## config.mk

```make
export PLATFORM = sky130hd
export DESIGN_NAME = qrpy_sqrt_cell
export DESIGN_NICKNAME = d
export VERILOG_FILES = /design/src/rtl/qrpy_pkg.sv /design/src/rtl/qrpy_sqrt_cell.sv
export SDC_FILE = /design/constraint.sdc
export NUM_CORES = 1
export LEC_CHECK = 0
export BUFFER_PORTS_ARGS = -buffer_cell sky130_fd_sc_hd__buf_2
export CAP_MARGIN = 30
export CORE_MARGIN = 3
export CORE_UTILIZATION = 40
export DETAILED_ROUTE_END_ITERATION = 10
export REMOVE_ABC_BUFFERS = 1
export SYNTH_ARGS = -nofsm -noshare
export SYNTH_HDL_FRONTEND = slang
export SYNTH_SLANG_ARGS = --single-unit
```

## constraint.sdc

```tcl
create_clock -name clk -period 8 [get_ports clk]
set_input_delay 2 -clock clk [delete_from_list [all_inputs] [get_ports clk]]
set_output_delay 2 -clock clk [all_outputs]
set_load 0.02 [all_outputs]
```

## src/rtl/qrpy_pkg.sv

```systemverilog
`timescale 1ns / 1ps
// ---------------------------------------------------------------------------
// qrpy_pkg
// Types, constants and helper functions for the quaternion to RPY pipeline.
// ---------------------------------------------------------------------------
package qrpy_pkg;

  localparam int CORDIC_STAGES = 16;
  localparam int CS = (CORDIC_STAGES < 24) ? CORDIC_STAGES : 24;
  localparam int SQRT_CELLS = 31;          // root bits 30..0
  localparam int LW = 37;                  // CORDIC x/y width
  localparam int ZW = 32;                  // angle accumulator width
  localparam int RW = 62;                  // sqrt remainder/root width
  localparam logic signed [ZW-1:0] DEG180 = 32'sd188743680;  // 180 * 2^20

  typedef struct packed {
    logic signed [LW-1:0] x;
    logic signed [LW-1:0] y;
    logic signed [ZW-1:0] z;
    logic                 zero;
  } lane_t;

  typedef struct packed {
    lane_t       roll;
    lane_t       yaw;
    logic        neg;
    logic        clamp;
    logic [29:0] mag;
  } side_t;

  typedef struct packed {
    logic neg;
    logic clamp;
  } ctl_t;

  // atan(2^-i) in degrees, 20 fraction bits
  function automatic logic signed [ZW-1:0] atan_tab(input logic [4:0] i);
    logic signed [ZW-1:0] r;
    unique case (i)
      5'd0:    r = 32'sd47185920;
      5'd1:    r = 32'sd27855475;
      5'd2:    r = 32'sd14718068;
      5'd3:    r = 32'sd7471121;
      5'd4:    r = 32'sd3750058;
      5'd5:    r = 32'sd1876857;
      5'd6:    r = 32'sd938658;
      5'd7:    r = 32'sd469357;
      5'd8:    r = 32'sd234682;
      5'd9:    r = 32'sd117342;
      5'd10:   r = 32'sd58671;
      5'd11:   r = 32'sd29335;
      5'd12:   r = 32'sd14668;
      5'd13:   r = 32'sd7334;
      5'd14:   r = 32'sd3667;
      5'd15:   r = 32'sd1833;
      5'd16:   r = 32'sd917;
      5'd17:   r = 32'sd458;
      5'd18:   r = 32'sd229;
      5'd19:   r = 32'sd115;
      5'd20:   r = 32'sd57;
      5'd21:   r = 32'sd29;
      5'd22:   r = 32'sd14;
      5'd23:   r = 32'sd7;
      default: r = '0;
    endcase
    return r;
  endfunction

  // trial bit 4^k for sqrt cell j (cell 0 handles the top root bit)
  function automatic logic [RW-1:0] sqrt_bit(input int j);
    return {{(RW-1){1'b0}}, 1'b1} << (2 * (SQRT_CELLS - 1 - j));
  endfunction

  // zero detect and half-plane fold ahead of the vectoring stages
  function automatic lane_t cordic_init(input logic signed [LW-1:0] y,
                                        input logic signed [LW-1:0] x);
    lane_t l;
    l.zero = (x == '0) && (y == '0);
    if (x < 0) begin
      l.x = -x;
      l.y = -y;
      l.z = (y >= 0) ? DEG180 : -DEG180;
    end else begin
      l.x = x;
      l.y = y;
      l.z = '0;
    end
    return l;
  endfunction

  // round to 7 fraction bits (ties up) and clamp to +-lim
  function automatic logic signed [15:0] to_q7(input logic signed [ZW-1:0] z,
                                               input logic signed [19:0] lim);
    logic signed [ZW:0] s;
    logic signed [19:0] r;
    s = ZW'(1) == 0 ? '0 : ($signed({z[ZW-1], z}) + 33'sd4096);
    r = 20'(s >>> 13);
    if (r > lim) r = lim;
    if (r < -lim) r = -lim;
    return 16'(r);
  endfunction

endpackage

```

## src/rtl/qrpy_sqrt_cell.sv

```systemverilog
`timescale 1ns / 1ps
// ---------------------------------------------------------------------------
// qrpy_sqrt_cell
// One digit of a pipelined integer square root (one root bit per cell).
// ---------------------------------------------------------------------------
module qrpy_sqrt_cell (
  input  logic                        clk,
  input  logic                        en,
  input  logic [qrpy_pkg::RW-1:0]     bit_in,
  input  logic [qrpy_pkg::RW-1:0]     rem_in,
  input  logic [qrpy_pkg::RW-1:0]     root_in,
  output logic [qrpy_pkg::RW-1:0]     rem_out,
  output logic [qrpy_pkg::RW-1:0]     root_out
);

  logic [qrpy_pkg::RW-1:0] trial;

  assign trial = root_in + bit_in;

  always_ff @(posedge clk) begin
    if (en) begin
      if (rem_in >= trial) begin
        rem_out  <= rem_in - trial;
        root_out <= (root_in >> 1) + bit_in;
      end else begin
        rem_out  <= rem_in;
        root_out <= root_in >> 1;
      end
    end
  end

endmodule

```

==> out/results.txt <==
Top FF cell, synth - edfxtp_1
Syn Area/Cell - 7.94 sq um
I/O Buffers - 311
Fin. Hold Viols - 0
Final setup violation count - 0
Max clock buf depth - 2
Fin crit share - 92.5%
Max_cap viols - 0
DIE HEIGHT - 203 um
WP data arrival - 7.60 ns
CTS clk-pin slew, worst paths - 0.06 ns
Hold buffer count at cts - 0
Drt pass-1 iters - 5
CP Class - in -> reg
CP bufs+invs - 5
Residual DRC - 0
Clk root buf - clkbuf_16
Initial drt markers - 1319
CP delay by family, top - compound AO/OA/AOI/OAI gates
Async S/R FF share, synth - 0%
Core ar. - 37900 sq um
Post-CTS setup buffer count - 0
Starting Density - 40.9%
RePlAce Congestion - 0.924
HP Class - in -> reg
Sequential area share after synthesis - 24.0%
Post-synth cell types - 79
Cell Pwr Density - 228 nW/um^2
CTS buffer count - 17
Die Footprint - 41200 sq um
Dpl ws - 0.165 ns
Vias in the first global route - 14800
Via count - 15700
Post-CTS Resized - 0
Yosys reg bits - 124
H-tree depth - 4
EDFF count, synth - 124
Post-Route WL - 54000 um
Critical path fanouts, max - 42
CTS tree - built
Leakage - 0.00822 uW
Status - complete, no violations
CP Capture Type - flop
Max stage delay on crit path - 0.43 ns
Clock sinks - 124
Routed length per instance - 19.7 um
Routed Antenna Nets - 0
Worst EP required - 8.20 ns
Pwr Total - 4150 uW
Initial antenna violation count - 1
Row cnt - 71
Largest net degree at the start of global routing - 77
Share of layout cells above drive strength 1 - 17.6%
Grt ovf - 0
Final Critical Period - 7.40 ns
RSZ-0062 raised after global routing - false
Worst hold path stage count - 3
Ys Warns - 0
Synth-to-Final Area Change - 17.1%
First-pass GRT wire length - 83300 um
Die Wd - 203 um
Max_slew headroom - 41.6%
Levels on crit path - 27
Most common cell after layout, fill and taps aside - buf_2
Max Slew Vio Count - 0
Worst slew pin tran - 0.876 ns
End of the critical path - root_out[0]
Startpoint Class - input port
Synthesized area - 15500 sq um
Achievable frequency - 135 MHz
Post-Syn Instances - 1954
Crit path from - bit_in[0]
Post-DP HPWL - 44700 um
Via-per-instance ratio - 5.71
Slowest CP cell - nor3_1
Total Nets Final - 2595
Setup slack after layout - 0.597 ns
Most frequent cells in the layout - 310 x buf_2, 256 x nand2_1, 219 x a21oi_1, 197 x o21ai_0, 184 x ha_1
IO Count - 312
All-Layer GR Usage - 25.5%
VDD IR max - 0.000170 V
worst min-delay path, cell delays in order:
cell     delay, ns
buf_2         0.09
nand2_1       0.04
o21ai_0       0.06
cell usage after synthesis, types with 24 or more instances:
cell type | n | area share (%)
nand2_1 | 256 | 6.2
a21oi_1 | 219 | 7.1
o21ai_0 | 197 | 6.4
ha_1 | 184 | 15
edfxtp_1 | 124 | 24
a21o_1 | 113 | 5.5
nor2_1 | 112 | 2.7
xnor2_1 | 95 | 5.4
xor2_1 | 74 | 4.2
inv_1 | 62 | 1.5
clkbuf_1 | 55 | 1.3
nand4_1 | 48 | 1.9
nand3_1 | 45 | 1.5
o21bai_1 | 35 | 1.7
o21ai_1 | 27 | 0.87
nor3_1 | 24 | 0.77
how the worst min path moves through the flow:
stage / start / end / slack [ns]
2_1_floorplan: en / rem_out[0] / 2.11
3_3_place_gp: rem_in[21] / rem_out[21] / 2.30
3_5_place_dp: rem_in[21] / rem_out[21] / 2.31
4_1_cts: rem_in[21] / rem_out[21] / 1.82
5_1_grt: rem_in[17] / rem_out[17] / 1.86
6_report: rem_in[21] / rem_out[21] / 1.85
sequential cells by signal, summed over array words and instances, names as in the netlist:
name / cells
rem_out: 62
root_out: 62
where the power goes:
group / internal [uW] / switching [uW]
Clock: 495 / 354
Sequential: 946 / 51.4
Combinational: 851 / 1450
Total: 2290 / 1850
through the flow:
step	instances	hold WS, ns	TNS, ns	utilization (%)	cell area (sq um)
floorplan	1873	2.11	-338.10	-	15200
global placement	2712	2.30	0	46.3	17500
detailed placement	2712	2.31	0	46.3	17500
CTS	2744	1.82	0	47.9	18200
global route	2745	1.86	0	47.9	18200
finish	2745	1.85	0	47.9	18200
final cells by class:
cell class,instances,area [sq um]
Tap cell,511,639
Clock inverter,15,188
Timing Repair Buffer,328,1740
Sequential cell,124,3720
Fill cell,3745,19800
Inverter,63,236
Antenna cell,1,2.50
Multi-Input combinational cell,1686,11200
Clock buffer,17,425
kinds of logic after synthesis:
| logic type | Yosys count | synth area share [%] |
|---|---|---|
| AND/OR/NAND/NOR | 579 | 17.0 |
| buffers and inverters | 144 | 3.79 |
| AO/OA/AOI/OAI | 737 | 29.4 |
| flip-flops | 124 | 24.0 |
| multiplexers | 14 | 0.984 |
| adder cells (fa/ha/maj) | 187 | 15.2 |
| XOR/XNOR | 169 | 9.54 |
per-layer routing:
layer / track usage (%) / vias up / share of wire, %
li1: - / 7791 / -
met5: 0 / - / 0
met3: 3.69 / 39 / 6.1
met1: 39.1 / 7300 / 50
met2: 37.9 / 537 / 42
met4: 5.07 / 0 / 1.3
Power figures use the tool's default switching activity.
